--- config.mk ---
export PLATFORM = sky130hd
export DESIGN_NAME = lbpf_emit
export DESIGN_NICKNAME = d
export VERILOG_FILES = /design/src/rtl/core/lbpf_pkg.sv /design/src/rtl/core/lbpf_emit.sv
export SDC_FILE = /design/constraint.sdc
export NUM_CORES = 1
export LEC_CHECK = 0
export BUFFER_PORTS_ARGS = -buffer_cell sky130_fd_sc_hd__buf_2
export CAP_MARGIN = 20
export CORE_UTILIZATION = 57
export CTS_CLUSTER_DIAMETER = 100
export DETAILED_ROUTE_END_ITERATION = 8
export PLACE_DENSITY = 0.95
export SETUP_SLACK_MARGIN = 0.4
export SLEW_MARGIN = 40
export SYNTH_ARGS = -nofsm -noshare
export SYNTH_HDL_FRONTEND = slang
export SYNTH_SLANG_ARGS = --single-unit
--- constraint.sdc ---
create_clock -name clk -period 3.63 [get_ports clk]
set_input_delay 0.363 -clock clk [delete_from_list [all_inputs] [get_ports clk]]
set_output_delay 0.363 -clock clk [all_outputs]
set_load 0.01 [all_outputs]
--- src/rtl/core/lbpf_pkg.sv ---
// ----------------------------------------------------------------------------
// lbpf_pkg: shared types and constants of the label boundary pixel finder
// Holds the pixel word layout, record tags, line buffer request struct and
// the job handed from the window logic to the record emitter.
// ----------------------------------------------------------------------------
package lbpf_pkg;

  localparam int MAX_COLS   = 2048;
  localparam int LABEL_BITS = 32;

  // Line buffer address width and a column count width that can hold MAX_COLS.
  localparam int COL_W = $clog2(MAX_COLS);
  localparam int CNT_W = $clog2(MAX_COLS + 1);

  // Port field widths.
  localparam int LABEL_W      = 32;
  localparam int ROWS_W       = 16;
  localparam int COLS_W       = 12;
  localparam int CFG_W        = 16;
  localparam int TAG_W        = 3;
  localparam int CELL_ROW_W   = 16;
  localparam int CELL_COL_W   = 12;
  localparam int S_TDATA_W    = 32;
  localparam int M_TDATA_W    = 32;

  // Configuration register indexes.
  localparam logic REG_ROWS = 1'b0;
  localparam logic REG_COLS = 1'b1;

  // Record tags.
  localparam logic [TAG_W-1:0] TAG_NORTH  = 3'd0;
  localparam logic [TAG_W-1:0] TAG_EAST   = 3'd1;
  localparam logic [TAG_W-1:0] TAG_SOUTH  = 3'd2;
  localparam logic [TAG_W-1:0] TAG_WEST   = 3'd3;
  localparam logic [TAG_W-1:0] TAG_CENTRE = 3'd5;

  // Bit positions of the neighbour mask, in judging order.
  localparam int DIR_NORTH = 0;
  localparam int DIR_EAST  = 1;
  localparam int DIR_SOUTH = 2;
  localparam int DIR_WEST  = 3;

  typedef struct packed {
    logic                  miss;
    logic [LABEL_BITS-1:0] label;
  } pixel_t;

  // One cycle of line buffer traffic.
  typedef struct packed {
    logic             en;       // read both buffers
    logic             wr;       // shift the current column down
    logic [COL_W-1:0] rd_addr;  // column prefetched from the row above
    logic [COL_W-1:0] wr_addr;  // current column
    pixel_t           cur;      // incoming pixel
    pixel_t           centre;   // pixel of the row above at this column
  } lb_req_t;

  // Work for the record emitter: one centre and its differing neighbours.
  typedef struct packed {
    logic [3:0]            mask;
    logic [CELL_ROW_W-1:0] row;
    logic [COL_W-1:0]      col;
  } job_t;

endpackage

--- src/rtl/core/lbpf_emit.sv ---
// ----------------------------------------------------------------------------
// lbpf_emit: record emitter
// Holds one judged centre and sends a centre record and a neighbour record
// for each differing direction, north first.
// ----------------------------------------------------------------------------
module lbpf_emit (
  input  logic                             clk,
  input  logic                             rst,
  input  logic                             job_valid,
  output logic                             job_ready,
  input  lbpf_pkg::job_t                   job,
  output logic                             out_valid,
  input  logic                             out_ready,
  output logic [lbpf_pkg::TAG_W-1:0]       cell_tag,
  output logic [lbpf_pkg::CELL_ROW_W-1:0]  cell_row,
  output logic [lbpf_pkg::CELL_COL_W-1:0]  cell_col,
  output logic                             last_of_run
);
  import lbpf_pkg::*;

  typedef enum logic [1:0] {
    PH_CENTRE = 2'b01,
    PH_NEIGH  = 2'b10
  } phase_t;

  logic                  busy;
  phase_t                phase;
  logic [3:0]            mask;
  logic [CELL_ROW_W-1:0] row;
  logic [CELL_COL_W-1:0] col0;
  logic [CELL_COL_W-1:0] col1;
  logic [3:0]            sel;
  logic [TAG_W-1:0]      dir_tag;
  logic [CELL_ROW_W-1:0] nb_row;
  logic [CELL_COL_W-1:0] nb_col;
  logic                  done;

  assign col1 = col0 + CELL_COL_W'(1);
  assign sel  = mask & (~mask + 4'd1);

  always_comb begin
    dir_tag = TAG_WEST;
    nb_row  = row;
    nb_col  = col0;
    priority if (mask[DIR_NORTH]) begin
      dir_tag = TAG_NORTH;
      nb_row  = row - CELL_ROW_W'(1);
      nb_col  = col1;
    end else if (mask[DIR_EAST]) begin
      dir_tag = TAG_EAST;
      nb_col  = col1 + CELL_COL_W'(1);
    end else if (mask[DIR_SOUTH]) begin
      dir_tag = TAG_SOUTH;
      nb_row  = row + CELL_ROW_W'(1);
      nb_col  = col1;
    end else begin
      dir_tag = TAG_WEST;
    end
  end

  always_comb begin
    out_valid = busy;
    unique case (phase)
      PH_CENTRE: begin
        cell_tag    = TAG_CENTRE;
        cell_row    = row;
        cell_col    = col1;
        last_of_run = 1'b0;
      end
      PH_NEIGH: begin
        cell_tag    = dir_tag;
        cell_row    = nb_row;
        cell_col    = nb_col;
        last_of_run = (mask & ~sel) == '0;
      end
      default: begin
        cell_tag    = TAG_CENTRE;
        cell_row    = row;
        cell_col    = col1;
        last_of_run = 1'b0;
      end
    endcase
  end

  assign done      = busy && out_ready && last_of_run;
  assign job_ready = !busy || done;

  always_ff @(posedge clk) begin
    if (rst) begin
      busy  <= 1'b0;
      phase <= PH_CENTRE;
    end else if (job_valid && job_ready) begin
      busy  <= 1'b1;
      phase <= PH_CENTRE;
    end else if (done) begin
      busy  <= 1'b0;
      phase <= PH_CENTRE;
    end else if (busy && out_ready) begin
      phase <= (phase == PH_CENTRE) ? PH_NEIGH : PH_CENTRE;
    end
  end

  always_ff @(posedge clk) begin
    if (job_valid && job_ready) begin
      mask <= job.mask;
      row  <= job.row;
      col0 <= CELL_COL_W'(job.col);
    end else if (busy && out_ready && (phase == PH_NEIGH)) begin
      mask <= mask & ~sel;
    end
  end

endmodule

==> impl_results.md <==
* Outcome: finished, final reports clean
* Drt drc at 0
* Syn_area_per_cell at roughly 9 um2
* Die H at about 70 um
* CP Class: reg2out
* Core region area at 4350 um2
* Post-Syn Nets at around 330
* Hold Crit Class: in2reg
* Drt wl/cell at between 15 and 20 um
* Fin util at just under 70%
* First-pass GRT wire length at about 10000 um
* Worst-Margin Slew at between 600 and 700 ps
* Worst-case vdd ir drop at roughly 0.24 mV
* Die area at 4800 um2
* Placed cell count at roughly 390
* CTS buffer count at 5
* Die Width at about 69 um
* #FFs+latches synth at 34
* Row cnt at 24
* Detailed Place HPWL at 4470 um
* Worst Path Buf+Inv at 1
* GRT Total Usage at 25.9%
* Seq/Total Area, Yosys at 38.4%
* Clk_lat worst skew at between 200 and 300 ps
* Top sig layer: met4
* CTS tree: built
* Leak at between 1 and 1.5 nW
* Critical path's slowest cell: edfxtp_1
* Final period utilization at 81.2%
* Max cap viols at 0
* Top-Level Pins at 69
* Worst Skew at about 6.7 ps
* Slowest cell delay on critical path at about 520 ps
* Initial antenna violation count at 0
* PortBufs at just under 70
* Hold buffers post-CTS at 0
* Final ANT Viol Nets at 0
* Fin. max-slew vios at 0
* Hold Fails Final Rpt at 0
* Final cell count without fillers at between 300 and 400
* Worst Setup Start Kind: flop
* DRT Wirelength at 6050 um
* WL met2 at approximately 3000 um
* Max frequency at between 0.3 and 0.4 GHz
* Pre-antenna DRT Iters at 4
* Largest delay share family, worst path: compound AO/OA/AOI/OAI gates
* Antenna cells at 0
* Fin Setup TNS at 0 ps
* Final net count at between 300 and 400
* CTS sink cnt at 34
* Crit path time final at 2950 ps
* Setup violations, final at 0
* Vias after detailed routing at approximately 2.4k
* Layout cells sized above 1 at a little over a quarter
* Total power at 934 uW
* Drt initial violations at between 200 and 250
* Vias per std cell at roughly 6
* Pin count of the biggest net entering global routing at 25
* Synth cell types at 58
* Worst Path Arrival at approximately 2600 ps
* Power density cells at 309 nW/um2
* Met3 wire len at approximately 330 um
* Vias in the first global route at approximately 2.2k
* Grt total ovfl at 0
* Relative slew slack at 57.2%
* Crit path capture type: primary output
* Clk slew on worst S/H paths at roughly 70 ps
* Met1 WL at 2550 um
* Worst Path Required at between 3000 and 4000 ps
* Flop2flop setup slack at about 1100 ps
* Starting Density at between 50% and 60%
* Asr flop ratio synth at 0%
* Most frequent cells in the layout: buf_2 (68), nand2_1 (32), edfxtp_1 (31)
* RSZ-0062 raised after global routing: no
* Crit path cell chain: ha_2 -> xnor2_1 -> or3_1 -> a211oi_2 -> o21ai_1 -> mux2i_1 -> a22o_1 -> buf_2
* Root Driver: clkbuf_8
* H-tree Lvls at 2
* Area Overhead vs Synth at 17.2%
* Post-Syn Area at about 2600 um2
* Post-synthesis instance total at around 290
* GP Congestion at between 0.9 and 1
* Post-synth top flop: edfxtp_1
* Clock Path Buffers at 2
* Worst-path fanout max at 17
* Syn. warnings at 0
* Most common cell after layout, fill and taps aside: buf_2
* EDFF count, synth at 31
[where the power goes]
part	switching (mW)	total [mW]	internal, mW
sequential	0.0418	0.498	0.456
clock	0.126	0.279	0.153
combinational	0.0842	0.158	0.0734
[through the flow]
stage | hold WS, ps | worst slack [ps] | cell area [um2]
2_1_floorplan | 432 | 1270 | 2580
3_3_place_gp | 539 | 952 | 2920
3_5_place_dp | 541 | 866 | 2920
4_1_cts | 245 | 547 | 3010
5_1_grt | 235 | 465 | 3020
6_report | 251 | 682 | 3020
[layer usage]
metal	vias to the layer above	global-route usage, %
met5	-	0
met4	0	9.30
met3	12	4.51
met2	96	45.1
met1	1119	32.1
li1	1171	-
[logic make-up (layout without fill, tap and decap cells)]
| logic type | Yosys count | count (layout) | synth area share, % |
|---|---|---|---|
| AO/OA/AOI/OAI | 59 | 59 | 15.1 |
| XOR/XNOR | 29 | 29 | 9.84 |
| adder cells (fa/ha/maj) | 5 | 5 | 2.33 |
| buffers and inverters | 28 | 87 | 4.70 |
| flip-flops | 34 | 34 | 38.4 |
| multiplexers | 4 | 4 | 1.55 |
| AND/OR/NAND/NOR | 128 | 128 | 28.1 |
[sequential cells by signal, indices dropped and copies added, names as in the netlist]
register and cells:
col0 11, mask 4, out_valid 1, phase 2
row 16
[layout make-up]
cell class	instances	area [um2]
clock buffers	7	86.3
clock inverters	1	5.00
fillers	343	1330
inverters	8	30.0
multi-input cells	225	1470
flip-flops and latches	34	991
well taps	52	65.1
repair buffers	71	375
[what timing repair did]
action / in CTS / in global routing
gates resized for setup: 0 / 1
buffers inserted: 0 / 1
setup endpoints to repair: 0 / 2
hold endpoints to repair: 0 / 0
[cell usage after synthesis (7+ instances only)]
master	number	share of area (%)
nor3_1	12	2.3
inv_1	7	1.0
xor2_1	12	4.1
o21ai_0	7	1.4
edfxtp_1	31	36
xnor2_1	17	5.8
buf_2	10	1.9
nor3b_1	8	2.3
o21ai_1	10	1.9
nor2_1	17	2.5
nand3_1	9	1.7
nand2_1	32	4.7
a21oi_1	12	2.3
[path summary, 6_finish.rpt]
kind | end | cells past startpoint | from
setup / recovery | cell_col[9] | 8 | col0[1]
hold / removal | col0[9] | 1 | job[9]
setup reg to reg | mask[1] | 6 | mask[0]
hold reg to reg | phase[1] | 2 | phase[1]
(Power assumes the default switching activity.)
