==> src/rtl/core/lbpf_pkg.sv <==
// ----------------------------------------------------------------------------
// lbpf_pkg: shared types and constants of the label boundary pixel finder
// Holds the pixel word layout, record tags, line buffer request struct and
// the job handed from the window logic to the record emitter.
// ----------------------------------------------------------------------------
package lbpf_pkg;

  localparam int MAX_COLS   = 2048;
  localparam int LABEL_BITS = 32;

  // Line buffer address width and a column count width that can hold MAX_COLS.
  localparam int COL_W = $clog2(MAX_COLS);
  localparam int CNT_W = $clog2(MAX_COLS + 1);

  // Port field widths.
  localparam int LABEL_W      = 32;
  localparam int ROWS_W       = 16;
  localparam int COLS_W       = 12;
  localparam int CFG_W        = 16;
  localparam int TAG_W        = 3;
  localparam int CELL_ROW_W   = 16;
  localparam int CELL_COL_W   = 12;
  localparam int S_TDATA_W    = 32;
  localparam int M_TDATA_W    = 32;

  // Configuration register indexes.
  localparam logic REG_ROWS = 1'b0;
  localparam logic REG_COLS = 1'b1;

  // Record tags.
  localparam logic [TAG_W-1:0] TAG_NORTH  = 3'd0;
  localparam logic [TAG_W-1:0] TAG_EAST   = 3'd1;
  localparam logic [TAG_W-1:0] TAG_SOUTH  = 3'd2;
  localparam logic [TAG_W-1:0] TAG_WEST   = 3'd3;
  localparam logic [TAG_W-1:0] TAG_CENTRE = 3'd5;

  // Bit positions of the neighbour mask, in judging order.
  localparam int DIR_NORTH = 0;
  localparam int DIR_EAST  = 1;
  localparam int DIR_SOUTH = 2;
  localparam int DIR_WEST  = 3;

  typedef struct packed {
    logic                  miss;
    logic [LABEL_BITS-1:0] label;
  } pixel_t;

  // One cycle of line buffer traffic.
  typedef struct packed {
    logic             en;       // read both buffers
    logic             wr;       // shift the current column down
    logic [COL_W-1:0] rd_addr;  // column prefetched from the row above
    logic [COL_W-1:0] wr_addr;  // current column
    pixel_t           cur;      // incoming pixel
    pixel_t           centre;   // pixel of the row above at this column
  } lb_req_t;

  // Work for the record emitter: one centre and its differing neighbours.
  typedef struct packed {
    logic [3:0]            mask;
    logic [CELL_ROW_W-1:0] row;
    logic [COL_W-1:0]      col;
  } job_t;

endpackage

==> src/rtl/core/lbpf_window.sv <==
// ----------------------------------------------------------------------------
// lbpf_window: raster position, line buffer control and neighbour compare
// Tracks row and column, drives the line buffers, and judges each centre in the
// cycle after its south pixel is taken, when the east and north reads land.
// ----------------------------------------------------------------------------
module lbpf_window (
  input  logic                          clk,
  input  logic                          rst,
  input  logic                          in_valid,
  output logic                          in_ready,
  input  logic [lbpf_pkg::LABEL_W-1:0]  in_label,
  input  logic                          in_missing,
  input  logic [lbpf_pkg::ROWS_W-1:0]   raster_rows,
  input  logic [lbpf_pkg::COLS_W-1:0]   raster_cols,
  input  logic                          cfg_touch,
  output lbpf_pkg::lb_req_t             lb_req,
  input  lbpf_pkg::pixel_t              la_q,
  input  lbpf_pkg::pixel_t              lta_q,
  output logic                          job_valid,
  input  logic                          job_ready,
  output lbpf_pkg::job_t                job
);
  import lbpf_pkg::*;

  logic [ROWS_W-1:0] row_counter, row_counter_next;
  logic [COL_W-1:0]  col_counter, col_counter_next;
  logic              refetch;
  pixel_t            west;

  logic [ROWS_W-1:0] rows;
  logic [CNT_W-1:0]  cols;
  logic              col_wrap;
  logic [COL_W-1:0]  c_eff;
  logic [ROWS_W:0]   r_pre;
  logic [ROWS_W-1:0] r_eff;
  logic [CNT_W-1:0]  c1;
  logic              east_ok;
  logic [ROWS_W:0]   r1;
  logic [COL_W-1:0]  next_addr;
  logic              judge;
  logic              accept;
  pixel_t            cur;

  logic              s2_valid;
  logic [ROWS_W-1:0] s2_row;
  logic [COL_W-1:0]  s2_col;
  pixel_t            s2_cur;
  pixel_t            s2_centre;
  pixel_t            s2_west;
  logic              s2_east_ok;
  logic              s2_judge;
  pixel_t            east;
  pixel_t            nb [4];
  logic [3:0]        mask;
  logic              s2_free;

  // Zero dimensions act as one; wide rows are clipped to the buffer depth.
  always_comb begin
    rows = (raster_rows == '0) ? ROWS_W'(1) : raster_rows;
    if (raster_cols == '0) begin
      cols = CNT_W'(1);
    end else if (32'(raster_cols) > 32'(MAX_COLS)) begin
      cols = CNT_W'(MAX_COLS);
    end else begin
      cols = CNT_W'(raster_cols);
    end
  end

  // Position of this pixel, allowing for a reconfiguration since the last one.
  always_comb begin
    col_wrap  = CNT_W'(col_counter) >= cols;
    c_eff     = col_wrap ? '0 : col_counter;
    r_pre     = {1'b0, row_counter} + (ROWS_W + 1)'(col_wrap);
    r_eff     = (r_pre >= {1'b0, rows}) ? '0 : r_pre[ROWS_W-1:0];
    c1        = CNT_W'(c_eff) + CNT_W'(1);
    east_ok   = c1 < cols;
    next_addr = east_ok ? c1[COL_W-1:0] : '0;
    r1        = {1'b0, r_eff} + (ROWS_W + 1)'(1);
    if (east_ok) begin
      col_counter_next = c1[COL_W-1:0];
      row_counter_next = r_eff;
    end else begin
      col_counter_next = '0;
      row_counter_next = (r1 >= {1'b0, rows}) ? '0 : r1[ROWS_W-1:0];
    end
    judge = (r_eff >= ROWS_W'(2)) && (c_eff != '0) && east_ok && !la_q.miss;
  end

  assign cur      = '{miss: in_missing, label: in_label[LABEL_BITS-1:0]};
  assign s2_free  = !s2_valid || (mask == '0) || job_ready;
  assign in_ready = !refetch && s2_free;
  assign accept   = in_valid && in_ready;

  // On a pixel: prefetch the next column's centre, read north, shift the
  // column down. After reset or a register write: refetch this centre.
  always_comb begin
    lb_req.en      = accept || refetch;
    lb_req.wr      = accept;
    lb_req.rd_addr = accept ? next_addr : c_eff;
    lb_req.wr_addr = c_eff;
    lb_req.cur     = cur;
    lb_req.centre  = la_q;
  end

  always_ff @(posedge clk) begin
    if (rst) begin
      row_counter <= '0;
      col_counter <= '0;
      refetch     <= 1'b1;
      west        <= '0;
      s2_valid    <= 1'b0;
    end else begin
      refetch <= cfg_touch;
      if (accept) begin
        row_counter <= row_counter_next;
        col_counter <= col_counter_next;
        west        <= la_q;
        s2_valid    <= 1'b1;
      end else if (s2_free) begin
        s2_valid <= 1'b0;
      end
    end
  end

  always_ff @(posedge clk) begin
    if (accept) begin
      s2_row     <= r_eff;
      s2_col     <= c_eff;
      s2_cur     <= cur;
      s2_centre  <= la_q;
      s2_west    <= west;
      s2_east_ok <= east_ok;
      s2_judge   <= judge;
    end
  end

  always_comb begin
    east         = s2_east_ok ? la_q : '0;
    nb[DIR_NORTH] = lta_q;
    nb[DIR_EAST]  = east;
    nb[DIR_SOUTH] = s2_cur;
    nb[DIR_WEST]  = s2_west;
    for (int k = 0; k < 4; k++) begin
      mask[k] = s2_judge && (nb[k].miss || (nb[k] != s2_centre));
    end
  end

  assign job_valid = s2_valid && (mask != '0);
  assign job       = '{mask: mask, row: s2_row, col: s2_col};

endmodule

==> config.mk <==
export PLATFORM = sky130hd
export DESIGN_NAME = lbpf_window
export DESIGN_NICKNAME = d
export VERILOG_FILES = /design/src/rtl/core/lbpf_pkg.sv /design/src/rtl/core/lbpf_window.sv
export SDC_FILE = /design/constraint.sdc
export NUM_CORES = 1
export LEC_CHECK = 0
export BUFFER_PORTS_ARGS = -buffer_cell sky130_fd_sc_hd__buf_2
export CAP_MARGIN = 20
export CORE_ASPECT_RATIO = 1.75
export CORE_UTILIZATION = 40
export DETAILED_ROUTE_END_ITERATION = 12
export SKIP_CTS_REPAIR_TIMING = 1
export SLEW_MARGIN = 40
export SYNTH_ARGS = -nofsm -noshare
export SYNTH_HDL_FRONTEND = slang
export SYNTH_SLANG_ARGS = --single-unit
==> constraint.sdc <==
create_clock -name clk -period 9.3 [get_ports clk]
set_input_delay 0.465 -clock clk [delete_from_list [all_inputs] [get_ports clk]]
set_output_delay 0.465 -clock clk [all_outputs]
set_load 0.03 [all_outputs]
==> flow_summary.json <==
{
  "pwr-share-comb_pct": 13.8,
  "clkPwrFrac_pct": 38.2,
  "fin_crit_ns": 8.37,
  "synth-seq-cells": 190,
  "wirelength_um": 36200,
  "final_nets": 1515,
  "rows": 81,
  "core_um2": 28100,
  "yosys-top-cells-area": "edfxtp_1 34%, dfxtp_1 11%, ha_1 6.6%",
  "start_util_pct": 40.8,
  "rsz0062_at_grt": "no",
  "cts_buffers": 17,
  "cp-end-kind": "flip-flop",
  "die_w_um": 130,
  "intPower_mw": 1.43,
  "path_buf_inv": 5,
  "synth.avg_cell_area_um2": 9.75,
  "leakagePower_nw": 5.38,
  "fin_cells": 1709,
  "dpl.cell_count": 1677,
  "cts-root-buf": "clkbuf_16",
  "drc": 0,
  "grt_max_degree": 76,
  "cp-start-kind": "input pin",
  "area_growth_pct": 15.0,
  "layout-drive-gt1-share_pct": 24.0,
  "ys_warn_count": 0,
  "fmax_ghz": 0.119,
  "synth-main-ff-cell": "edfxtp_1",
  "syn-cell-area_um2": 11400,
  "design_area_um2": 13200,
  "grt_pass1_wl_um": 52900,
  "fin_skew_ns": 0.0151,
  "clkTransAtPathRegs_ns": 0.08,
  "report.final.slew_viol_count": 0,
  "setup_viol": 0,
  "status": "finished, final reports clean",
  "ir_worst_vdd_uv": 134,
  "post-dp-hpwl_um": 26600,
  "cap_violations": 0,
  "ant_nets": 0,
  "cpLargestDelayFamily": "simple AND/OR/NAND/NOR gates",
  "cts-htree-levels": 4,
  "diodes": 0,
  "overflow": 0,
  "cp_common_cell": "ha_1",
  "powerDensity_nw_per_um2": 150,
  "switchingPower_mw": 0.545,
  "p_sw_share_pct": 27.6,
  "globalplace.congestion": 0.907,
  "critPathMaxFanout": 14,
  "worst_path_max_delay_cell": "or4_1",
  "grtUsageTotal_pct": 24.8,
  "wl_per_cell_um": 21.2,
  "seq_power_share_pct": 48.1,
  "yosysSeqAreaShare_pct": 44.4,
  "cts_tree": "done",
  "final_hold_viol_count": 0,
  "async_flop_share_pct": 0,
  "via_count": 9561,
  "clockBufferDepth": 2,
  "netlist_instances": 1174,
  "cts.sinks": 190,
  "power_mw": 1.97,
  "relSlewSlack_pct": 43.2,
  "synth_edf_count": 128,
  "antenna_found_initial": 1,
  "fp.dieH_um": 226,
  "min_path_type": "in2reg",
  "worstSetupPathType": "in2reg",
  "critical_path_required_ns": 9.67,
  "io_buffers": 254,
  "synth.distinct_cells": 70,
  "period_share_pct": 90.0,
  "tns_ns": 0,
  "grt_pass1_vias": 9017,
  "ios": 255,
  "dieArea_um2": 29300,
  "cpPeakStageDelay_ns": 0.56,
  "tightestPinTransition_ns": 0.845,
  "drt_iter0_drc": 541,
  "dpl_cell_area_um2": 12600,
  "drt-vias-per-instance": 5.59,
  "firstDrtPassIters": 5,
  "yosysTopAreaCell": "edfxtp_1",
  "cp.arrival_ns": 8.75,
  "yosysTopAreaCellShare_pct": 33.6,
  "synth_nets": 1366,
  "clock_latency_ns": 0.45
}
synthesized netlist by cell type, drive strengths merged (11+ instances only):
cell / instances
buf: 83
edfxtp: 128
xnor2: 55
nand3: 62
clkbuf: 59
a21oi: 68
inv: 64
nand4: 39
dfxtp: 62
ha: 60
and2: 16
a22oi: 13
xor2: 76
nor4: 28
nand2: 56
nor3: 21
o21ai: 70
nor2b: 11
nor2: 55
metal layers:
metal	share of wire, %	wire length, µm	GRT usage, %
met1	36	13200	26.4
met2	52	19000	44.4
met3	5.4	1970	3.89
met4	5.7	2070	16.3
met5	0.036	13	0
registers in the layout, indices dropped and copies added, names as in the netlist:
signal	cells
s2_judge	1
s2_row	16
nb	66
col_counter	11
s2_centre	33
s2_col	11
west	33
refetch	1
row_counter	16
s2_valid	1
s2_east_ok	1
power groups by stage:
stage / logic (mW) / clock network (mW) / registers (mW)
2_1_floorplan: 0.180 / 0 / 0.963
4_1_cts: 0.273 / 0.766 / 0.949
3_3_place_gp: 0.269 / 0 / 0.967
3_5_place_dp: 0.272 / 0 / 0.968
6_report: 0.271 / 0.753 / 0.949
5_1_grt: 0.295 / 0.796 / 0.951
logic make-up (layout without fill, tap and decap cells):
kind of cell	count (synthesis)	count (layout)	share of synthesized area, %
simple gates	335	335	15.6
compound gates	252	252	14.2
buf+inv	206	368	9.16
flops	190	190	44.4
xor+xnor	131	131	10.0
fa+ha+maj	60	60	6.56
layout make-up:
type                            instances  area (µm²)
Fill cell                            2712       14900
Multi-Input combinational cell        778        5350
Sequential cell                       190        5080
Timing Repair Buffer                  272        1410
Clock buffer                           21         483
Tap cell                              373         467
Inverter                               64         245
Clock inverter                         11         116
cell usage in the layout (no fill, tap or decap), types with 6 or more instances in the layout:
cell type	synthesis	routed
a32o_1	8	8
nand4_1	38	38
o21ai_0	68	68
nand2_1	56	56
nand3_1	62	62
edfxtp_1	128	128
buf_2	13	254
a21oi_1	68	67
o2111ai_1	6	6
xor2_1	76	76
a31oi_1	10	10
nor2b_1	11	10
inv_1	63	63
and2_1	14	14
buf_4	69	18
clkbuf_16	0	19
xnor2_1	55	55
inv_6	0	6
nor4_1	28	28
a21o_1	7	6
nor3_1	21	20
dfxtp_1	62	62
nor4bb_1	8	8
ha_1	60	60
or4_1	6	6
nor2_1	55	54
or2_2	6	6
and3_1	8	8
nand2b_1	7	7
a22oi_1	13	13
final timing paths:
| kind | start | endpoint | slack [ns] | cells after the start |
|---|---|---|---|---|
| setup / recovery | raster_cols[1] | row_counter[15] | 0.93 | 37 |
| hold / removal | cfg_touch | refetch | 0.19 | 2 |
| setup reg to reg | col_counter[0] | row_counter[15] | 0.94 | 34 |
| hold reg to reg | west[20] | nb[20] | 0.42 | 0 |
through the flow:
step / utilization, % / hold slack [ns] / setup slack [ns]
3_3_place_gp: 44.7 / 0.405 / 0.703
3_5_place_dp: 44.7 / 0.409 / 0.467
6_report: 46.9 / 0.185 / 0.927
4_1_cts: 46.9 / 0.170 / 0.962
2_1_floorplan: - / 0.402 / 1.14
5_1_grt: 46.9 / 0.187 / 0.0188
worst reg2reg max path: cells and delay by family (launching register included):
family                     cells  cell delay (ns)
AOI/OAI and AO/OA             12             2.43
xor gates and xnor gates       1             0.31
adders and majority gates      6             1.66
buffers and inverters          5             0.85
DFF                            1             0.49
and+or+nand+nor               10             2.54
Power figures use the tool's default switching activity.
